<file path="config.mk">
export PLATFORM = sky130hd
export DESIGN_NAME = serial_mouse_report_shifter_top_flat
export DESIGN_NICKNAME = d
export VERILOG_FILES = /design/src/rtl/core/smrs_pkg.sv /design/src/rtl/core/smrs_in_if.sv /design/src/rtl/core/smrs_out_if.sv /design/src/rtl/core/serial_mouse_report_shifter_top.sv /design/src/flat_wrapper.sv
export SDC_FILE = /design/constraint.sdc
export NUM_CORES = 1
export LEC_CHECK = 0
export ABC_AREA = 1
export BUFFER_PORTS_ARGS = -buffer_cell sky130_fd_sc_hd__buf_4
export CAP_MARGIN = 20
export CORE_MARGIN = 3
export CORE_UTILIZATION = 54
export DETAILED_ROUTE_END_ITERATION = 10
export GPL_TIMING_DRIVEN = 0
export MAX_ROUTING_LAYER = met4
export PLACE_DENSITY_LB_ADDON = 0.25
export SYNTH_ARGS = -nofsm -noshare
export SYNTH_HDL_FRONTEND = slang
export SYNTH_SLANG_ARGS = --single-unit
</file>
<file path="constraint.sdc">
create_clock -name clk -period 3.65 [get_ports clk]
set_input_delay 0.1825 -clock clk [delete_from_list [all_inputs] [get_ports clk]]
set_output_delay 0.1825 -clock clk [all_outputs]
set_load 0.1 [all_outputs]
</file>
<file path="src/rtl/core/smrs_pkg.sv">
// ============================================================================
// smrs_pkg
// Shared types and constants of the serial mouse report shifter.
// ============================================================================
package smrs_pkg;

    localparam int DeltaWidth   = 16;
    localparam int MagWidth     = 7;
    localparam int CountWidth   = 6;
    localparam int SpeedWidth   = 2;

    localparam logic [MagWidth-1:0]   MagMax     = 7'd127;
    localparam logic [CountWidth-1:0] ReportBits = 6'd32;

    localparam logic FuncLatch = 1'b0;
    localparam logic FuncRead  = 1'b1;

    localparam logic [SpeedWidth-1:0] SpeedX1  = 2'd0;
    localparam logic [SpeedWidth-1:0] SpeedX15 = 2'd1;
    localparam logic [SpeedWidth-1:0] SpeedX2  = 2'd2;

    typedef logic signed [DeltaWidth-1:0] delta_t;
    typedef logic [MagWidth-1:0]          mag_t;
    typedef logic [SpeedWidth-1:0]        speed_t;
    typedef logic [CountWidth-1:0]        count_t;

    typedef struct packed {
        logic dir;
        mag_t mag;
    } axis_t;

endpackage

</file>
<file path="src/rtl/core/smrs_in_if.sv">
// ============================================================================
// smrs_in_if
// Handshake channel that carries one latch write or serial read item.
// ============================================================================
interface smrs_in_if;
    import smrs_pkg::*;

    logic   valid;
    logic   ready;
    logic   func;
    logic   latch_level;
    delta_t delta_x;
    delta_t delta_y;
    logic   button_left;
    logic   button_right;

    modport source (
        output valid, func, latch_level, delta_x, delta_y, button_left, button_right,
        input  ready
    );

    modport sink (
        input  valid, func, latch_level, delta_x, delta_y, button_left, button_right,
        output ready
    );
endinterface

</file>
<file path="src/rtl/core/smrs_out_if.sv">
// ============================================================================
// smrs_out_if
// Handshake channel that carries one serial data bit item.
// ============================================================================
interface smrs_out_if;
    logic valid;
    logic ready;
    logic serial_bit;

    modport source (
        output valid, serial_bit,
        input  ready
    );

    modport sink (
        input  valid, serial_bit,
        output ready
    );
endinterface

</file>
<file path="src/rtl/core/serial_mouse_report_shifter_top.sv">
// ============================================================================
// serial_mouse_report_shifter_top
// Game-port mouse: latch capture, speed stepping and 32-bit serial report.
// ============================================================================
//   Channel  Direction  Payload
//   cmd      in         func, latch_level, delta_x, delta_y, button_left,
//                       button_right
//   rsp      out        serial_bit (one item per read, none per latch write)
//
// A read's bit sits in the output register in the next cycle, and an item can
// be accepted in every cycle unless a stall on rsp holds cmd.
// The state update and bit selection are one pass of logic into the registers.
// Reset clears all state but the output bit register. A stall on rsp holds cmd
// only while the output register is full and not being taken.
// ============================================================================
module serial_mouse_report_shifter_top (
    input  logic       clk,
    input  logic       rst_n,
    smrs_in_if.sink    cmd,
    smrs_out_if.source rsp
);
    import smrs_pkg::*;

    logic   latch_state_reg, latch_state_next;
    count_t bit_counter_reg, bit_counter_next;
    speed_t speed_reg, speed_next;
    axis_t  axis_x_reg, axis_x_next;
    axis_t  axis_y_reg, axis_y_next;
    logic [1:0] buttons_reg, buttons_next;
    logic   out_valid_reg, out_valid_next;
    logic   out_bit_reg, out_bit_next;

    logic   fire;
    logic   report_bit;
    logic [4:0] idx;
    logic [4:0] ofs_y;
    logic [4:0] ofs_x;

    function automatic axis_t axis_capture(delta_t delta, speed_t speed);
        logic [DeltaWidth:0]   m;
        logic [DeltaWidth+1:0] s;
        axis_t r;
        m = delta[DeltaWidth-1] ? (17'h10000 - {1'b0, delta}) : {1'b0, delta};
        case (speed)
            SpeedX15: s = {1'b0, m} + {2'b00, m[DeltaWidth:1]};
            SpeedX2:  s = {m, 1'b0};
            default:  s = {1'b0, m};
        endcase
        r.dir = delta[DeltaWidth-1];
        r.mag = (s > {11'd0, MagMax}) ? MagMax : s[MagWidth-1:0];
        return r;
    endfunction

    assign cmd.ready      = !out_valid_reg || rsp.ready;
    assign fire           = cmd.valid && cmd.ready;
    assign rsp.valid      = out_valid_reg;
    assign rsp.serial_bit = out_bit_reg;

    assign idx   = bit_counter_reg[4:0];
    assign ofs_y = 5'd23 - idx;
    assign ofs_x = 5'd31 - idx;

    always_comb
    begin
        case (idx)
            5'd8:    report_bit = buttons_reg[1];
            5'd9:    report_bit = buttons_reg[0];
            5'd10:   report_bit = speed_reg[1];
            5'd11:   report_bit = speed_reg[0];
            5'd12, 5'd13, 5'd14: report_bit = 1'b0;
            5'd15:   report_bit = 1'b1;
            5'd16:   report_bit = axis_y_reg.dir;
            5'd24:   report_bit = axis_x_reg.dir;
            default:
            begin
                if (idx < 5'd8)
                    report_bit = 1'b0;
                else if (idx < 5'd24)
                    report_bit = axis_y_reg.mag[ofs_y[2:0]];
                else
                    report_bit = axis_x_reg.mag[ofs_x[2:0]];
            end
        endcase
    end

    always_comb
    begin
        latch_state_next = latch_state_reg;
        bit_counter_next = bit_counter_reg;
        speed_next       = speed_reg;
        axis_x_next      = axis_x_reg;
        axis_y_next      = axis_y_reg;
        buttons_next     = buttons_reg;
        out_valid_next   = rsp.ready ? 1'b0 : out_valid_reg;
        out_bit_next     = out_bit_reg;

        if (fire)
        begin
            if (cmd.func == FuncLatch)
            begin
                if (cmd.latch_level != latch_state_reg)
                begin
                    latch_state_next = cmd.latch_level;
                    bit_counter_next = '0;
                    axis_x_next      = axis_capture(cmd.delta_x, speed_reg);
                    axis_y_next      = axis_capture(cmd.delta_y, speed_reg);
                    buttons_next     = {cmd.button_right, cmd.button_left};
                end
            end
            else
            begin
                out_valid_next = 1'b1;
                if (latch_state_reg)
                begin
                    speed_next   = (speed_reg >= SpeedX2) ? SpeedX1 : speed_reg + 2'd1;
                    out_bit_next = 1'b0;
                end
                else if (bit_counter_reg >= ReportBits)
                begin
                    bit_counter_next = ReportBits;
                    out_bit_next     = 1'b1;
                end
                else
                begin
                    bit_counter_next = bit_counter_reg + 6'd1;
                    out_bit_next     = report_bit;
                end
            end
        end
    end

    always_ff @(posedge clk or negedge rst_n)
    begin
        if (!rst_n)
        begin
            latch_state_reg <= 1'b0;
            bit_counter_reg <= '0;
            speed_reg       <= SpeedX1;
            axis_x_reg      <= '0;
            axis_y_reg      <= '0;
            buttons_reg     <= '0;
            out_valid_reg   <= 1'b0;
        end
        else
        begin
            latch_state_reg <= latch_state_next;
            bit_counter_reg <= bit_counter_next;
            speed_reg       <= speed_next;
            axis_x_reg      <= axis_x_next;
            axis_y_reg      <= axis_y_next;
            buttons_reg     <= buttons_next;
            out_valid_reg   <= out_valid_next;
        end
    end

    always_ff @(posedge clk)
    begin
        out_bit_reg <= out_bit_next;
    end

endmodule
</file>
<file path="src/flat_wrapper.sv">
// flat-port wrapper written by rule: the top's interface ports become plain ports
module serial_mouse_report_shifter_top_flat import smrs_pkg::*;
  (clk, rst_n, cmd_valid, cmd_func, cmd_latch_level, cmd_delta_x, cmd_delta_y, cmd_button_left, cmd_button_right, cmd_ready, rsp_valid, rsp_serial_bit, rsp_ready);
  smrs_in_if cmd_i ();
  smrs_out_if rsp_i ();
  input  logic clk;
  input  logic rst_n;
  input wire logic [$bits(cmd_i.valid)-1:0] cmd_valid;
  input wire logic [$bits(cmd_i.func)-1:0] cmd_func;
  input wire logic [$bits(cmd_i.latch_level)-1:0] cmd_latch_level;
  input wire logic [$bits(cmd_i.delta_x)-1:0] cmd_delta_x;
  input wire logic [$bits(cmd_i.delta_y)-1:0] cmd_delta_y;
  input wire logic [$bits(cmd_i.button_left)-1:0] cmd_button_left;
  input wire logic [$bits(cmd_i.button_right)-1:0] cmd_button_right;
  output wire logic [$bits(cmd_i.ready)-1:0] cmd_ready;
  output wire logic [$bits(rsp_i.valid)-1:0] rsp_valid;
  output wire logic [$bits(rsp_i.serial_bit)-1:0] rsp_serial_bit;
  input wire logic [$bits(rsp_i.ready)-1:0] rsp_ready;
  assign cmd_i.valid = cmd_valid;
  assign cmd_i.func = cmd_func;
  assign cmd_i.latch_level = cmd_latch_level;
  assign cmd_i.delta_x = cmd_delta_x;
  assign cmd_i.delta_y = cmd_delta_y;
  assign cmd_i.button_left = cmd_button_left;
  assign cmd_i.button_right = cmd_button_right;
  assign cmd_ready = cmd_i.ready;
  assign rsp_valid = rsp_i.valid;
  assign rsp_serial_bit = rsp_i.serial_bit;
  assign rsp_i.ready = rsp_ready;
  serial_mouse_report_shifter_top u_core (.clk(clk), .rst_n(rst_n), .cmd(cmd_i), .rsp(rsp_i));
endmodule
</file>
# == Word-level counts from Yosys, hierarchy flattened ==
# Cells that the tools add are included.
# classes
eq_ne,14
div_mod_pow,0
reduce_logical,9
mul,0
shifts,0
add_sub_neg,8
magnitude_cmp,8
n_mux,28
bitwise_logic,1
# op_table
cell,n
18-bit 2-to-1 mux,6
18-bit one-hot mux with 2 select lines,2
5-bit by 4-bit == test with 1-bit output (second input constant),8
17-bit by 16-bit adder with 18-bit output,2
18-bit by 7-bit > comparator with 1-bit output (second input constant),2
17-bit 2-to-1 mux,2
17-bit by 16-bit subtractor with 17-bit output (first input constant),2
6-bit 2-to-1 mux,4
7-bit 2-to-1 mux,2
5-bit == test (second input constant),2
3-bit AND reduction,3
3-bit by 4-bit less-than comparator with 1-bit output (second input constant),2
1-bit 2-to-1 mux,8
1-bit one-hot mux with 8 select lines,1
6-bit by 1-bit adder with 6-bit output (second input constant),1
1-bit binary-select mux with 3-bit select,2
6-bit greater-or-equal comparator (second input constant),1
3-bit subtractor (first input constant),2
5-bit by 4-bit less-than comparator with 1-bit output (second input constant),1
5-bit less-than comparator (second input constant),1
3-bit OR reduction,1
2-bit by 1-bit adder with 2-bit output (second input constant),1
2-bit by 1-bit == test with 1-bit output (second input constant),1
2-bit == test (second input constant),1
10 further kinds,10
# word_totals
input_bits,40
regBits,29
latchBits,0
elab_cells,78
mem_count,0
romBits,0
out_inout_bits,3
ramBits,0

# == Logic depth before layout (Yosys ltp) ==
# logic_depth
ltp_word,9
ltp_mapped,25

# == Least setup slack after synthesis ==
# Ideal clock, no wire load.
# synth_timing
path_kind,register -> register
startpoint,register u_core.out_valid_reg (netlist: u_core.rsp.valid)
endpoint,register u_core.bit_counter_reg[3]
period_less_slack_ps,3113
path_stages_with_launch,9
arrival_ps,2987
slack_ps,537
n_path_buf,0
required_time_ps,3524
setup_ps,126
path_cell_list,dfrtp_1 > nand2_1 > nand2_1 > nor3_1 > clkinv_1 > o21ai_1 > inv_1 > o22ai_1 > a21oi_1
# synth_between
elab_chain_len,4
# synth_lines
element,line,rtl
start: declaration,serial_mouse_report_shifter_top.sv:30,"logic out_valid_reg, out_valid_next;"
start signal: assignment,serial_mouse_report_shifter_top.sv:152,out_valid_reg <= out_valid_next;
1-bit zero test,serial_mouse_report_shifter_top.sv:54,assign cmd.ready = !out_valid_reg || rsp.ready;
1-bit logical OR,serial_mouse_report_shifter_top.sv:54,
via cmd_ready,flat_wrapper.sv:15,output wire logic [$bits(cmd_i.ready)-1:0] cmd_ready;
1-bit logical AND,serial_mouse_report_shifter_top.sv:55,assign fire = cmd.valid && cmd.ready;
3-bit AND reduction (no line),--,
end signal: assignment,serial_mouse_report_shifter_top.sv:147,bit_counter_reg <= bit_counter_next;
end: declaration,serial_mouse_report_shifter_top.sv:25,"count_t bit_counter_reg, bit_counter_next;"
# The timed path passes the listed nets, and every way through them passes these cells.
# A chain may end at the register's enable or synchronous reset.

# == Final worst setup path ==
# layout_timing
startpoint,input cmd_delta_x[0]
endpoint,register u_core.axis_x_reg[3] (netlist bit)
# layout_between
elab_chain_len,9
# layout_lines
element,line,rtl
start: declaration,flat_wrapper.sv:11,input wire logic [$bits(cmd_i.delta_x)-1:0] cmd_delta_x;
17-bit by 16-bit subtractor with 17-bit output,serial_mouse_report_shifter_top.sv:43,"m = delta[DeltaWidth-1] ? (17'h10000 - {1'b0, delta}) : {1'b0, delta};"
17-bit 2-to-1 mux (*),serial_mouse_report_shifter_top.sv:43,
17-bit by 16-bit adder with 18-bit output,serial_mouse_report_shifter_top.sv:45,"SpeedX15: s = {1'b0, m} + {2'b00, m[DeltaWidth:1]};"
18-bit one-hot mux with 2 select lines (*),serial_mouse_report_shifter_top.sv:44,case (speed)
18-bit 2-to-1 mux (*),serial_mouse_report_shifter_top.sv:101,if (cmd.latch_level != latch_state_reg)
18-bit 2-to-1 mux (*),serial_mouse_report_shifter_top.sv:99,if (cmd.func == FuncLatch)
18-bit 2-to-1 mux (*),serial_mouse_report_shifter_top.sv:97,if (fire)
18-bit by 7-bit > comparator with 1-bit output,serial_mouse_report_shifter_top.sv:50,"r.mag = (s > {11'd0, MagMax}) ? MagMax : s[MagWidth-1:0];"
7-bit 2-to-1 mux (*),serial_mouse_report_shifter_top.sv:50,
end signal: assignment,serial_mouse_report_shifter_top.sv:149,axis_x_reg <= axis_x_next;
end: declaration,serial_mouse_report_shifter_top.sv:27,"axis_t axis_x_reg, axis_x_next;"
# Mark *: on every way between the ends. The rest lies on a longest branch, timed or not. The select of a mux whose other input is x is not followed.

==> metrics.txt <==
post-layout util=62.4%; initial antenna violation count=0; Slowest-stage cell, CP=a2111oi_0; top cells by area, synth=nand2_1 (17%), dfrtp_1 (14%), ha_1 (11%), inv_1 (7.1%), nand3_1 (6.7%); CP Capture Type=register; slack of the critical path=0.204 ns; vias per std cell=~5.4; ys async rst share=between 90% and 100%; worst-margin pin slew=around 0.79 ns; Rel. slew slack=46.9%; H-tree levels=2; Die Wd=slightly above 100 µm; clock latency on the worst-skew pair=around 0.28 ns; Tot Pwr=2330 µW; Hold Path Class=in2reg; Final period util=94.4%; total CTS buffers=5; # rows=34; routability cong.=between 0.8 and 0.9; WHS=approximately 0.10 ns; critical path class=in2reg; clock tree from TritonCTS=yes; PD cells=425 nW/µm²; Ant. Diodes=0; Residual DRC=0; RSZ-0062 raised after global routing=false; count of cell types in the netlist=49; Final Critical Period=roughly 3.4 ns; Seq cells post-synth=29; maximum vdd ir drop=between 0.2 and 0.25 mV; Pre-Repair DR Iteration Count=5; Syn. warnings=0; area delta synth->final=11.2%; mapped cell area=between 4000 and 5000 µm²; post-synth top area cell=nand2_1; post-cts hold buffer count=1; Clock Sinks=29; port bufs=42; Post-Synthesis Cells=between 800 and 900; Max clock buf depth=2; drt wl/cell=roughly 13 µm; Top FF cell, synth=dfrtp_1; Worst Setup Start Kind=input pin; GRT met3 Usage=between 2 and 3%; final wirelength=12.4 mm; post-DP HPWL=10.4 mm; crit path DAT=approximately 3.6 ns; Top Ports=43; Top Usage Layer GRT=met2; post-synthesis sequential area ratio=around 15%; Post-CTS Setup Bufs=0; Die ar.=between 10,000 and 15,000 µm²; critical path fanouts, max=7; Synth top area share=around 17%; endpoints failing hold=0; slowest stage delay, CP=0.47 ns; CTS-repair resized insts=0; NumNets Final=957; clk root buf=clkbuf_8; EDFF count, synth=1; most frequent cells in the layout=nand2_1 (220), inv_1 (94), nor2_1 (71); critical path cell sequence=buf_4, inv_1, ha_1, inv_2, nor3_2, nand2_2, nand2_4, nand3_1, xor2_1, ha_1, a21oi_1, nor3_1, a2111oi_0, nand2_1, nor2_1, nand2_1, nor3_2, nand3_2, nand2_4, a21oi_2; met2 GRT Util=42.5%; layout cells sized above 1=approximately 18%; Leakage Power=0.00287 µW; commonest non-fill, non-tap cell in the layout=nand2_1; Starting Density=a little under three fifths; DR vias=approximately 5,300; global-route wire length before repair=roughly 21 mm; CP required=3.80 ns; Max Clk Rate=just under 300 MHz; Final Skew=between 0.009 and 0.01 ns; MaxCap Viol Count=0; final setup vio count=0; status=finished, final reports clean; Final ANT Viol Nets=0; GRT met1 Usage=between 30% and 40%; Final Max Slew Viols=0; DIE HEIGHT=102 µm; syn avg cell area=around 6 µm²; Starting DRT DRC Count=270; Place WS=-0.0176 ns; number of global-route vias before repair=a little under 5,000; largest net degree at the start of global routing=29; GR Overflow Total=0; Clk pin slew, worst setup/hold paths=roughly 0.06 ns; setup TNS=0 ns; Global Route Usage Sum=25.4%; Core Footprint=roughly 9000 µm²
## logic make-up (layout without fill, tap and decap cells)
| kind of cell | after synthesis | after routing | synth area share [%] |
|---|---|---|---|
| DFF | 29 | 29 | 14.8 |
| AOI/OAI and AO/OA | 135 | 135 | 16.2 |
| xor gates and xnor gates | 16 | 16 | 3.14 |
| adders and majority gates | 46 | 46 | 12.0 |
| and+or+nand+nor | 461 | 461 | 43.7 |
| other | 1 | 4 | 0.0760 |
| buffers and inverters | 130 | 181 | 10.1 |
## worst max-delay path: cells and delay by family
family                     cells  cell delay, ns
adders and majority gates      2            0.67
xor gates and xnor gates       1            0.34
and+or+nand+nor               11            1.28
AOI/OAI and AO/OA              3            0.76
buffers and inverters          3            0.39
## cell type report
class | count | area (µm²)
sequential | 29 | 731
clock buffer | 6 | 72.6
tap | 108 | 135
inverter | 118 | 443
fill | 852 | 3310
buffer | 12 | 57.6
timing repair buffer | 43 | 325
multi-input combinational | 662 | 3720
clock inverter | 2 | 10.0
## stage by stage
step / std cells / area (µm²)
global route: 980 / 5490
finish: 980 / 5490
CTS: 980 / 5490
global placement: 971 / 5400
floorplan: 821 / 4950
detailed placement: 971 / 5400
## power by group
group	total [µW]	switching (µW)	internal [µW]
Clock	245	113	131
Sequential	504	72.7	432
Combinational	1580	1050	534
## Yosys cell counts, drive strengths merged (2+ instances only)
cell type  number
clkinv          2
o22ai           3
inv           116
o221ai          6
nand4          12
or2            10
nand3b          9
nand3          72
a31oi           6
a221oi          3
o31ai           2
a211oi          2
fa              2
nand2         260
nor3           12
o21ai          33
xnor2           3
xor2           13
a21oi          65
buf             4
o21bai          4
o211ai          4
dfrtp          28
o21a            2
nor2           83
ha             44
clkbuf          8
## worst paths after layout
check	from	endpoint	slack [ns]	cells after the start
max in group asynchronous	rst_n	u_core.axis_x_reg[3]	3.03	2
max	cmd_delta_x[0]	u_core.axis_x_reg[3]	0.20	20
min	cmd_button_left	u_core.buttons_reg[0]	0.10	3
max reg2reg	u_core.rsp.valid	u_core.bit_counter_reg[3]	1.02	8
min in group asynchronous	rst_n	u_core.bit_counter_reg[4]	0.36	2
min reg2reg	u_core.buttons_reg[1]	u_core.buttons_reg[1]	0.50	2
## routing by layer
metal	up-vias	wire [µm]
li1	2793	-
met1	2393	5840
met2	106	5800
met3	24	493
met4	0	258
met5	-	0
No activity file was read; power rests on OpenSTA's default activity.
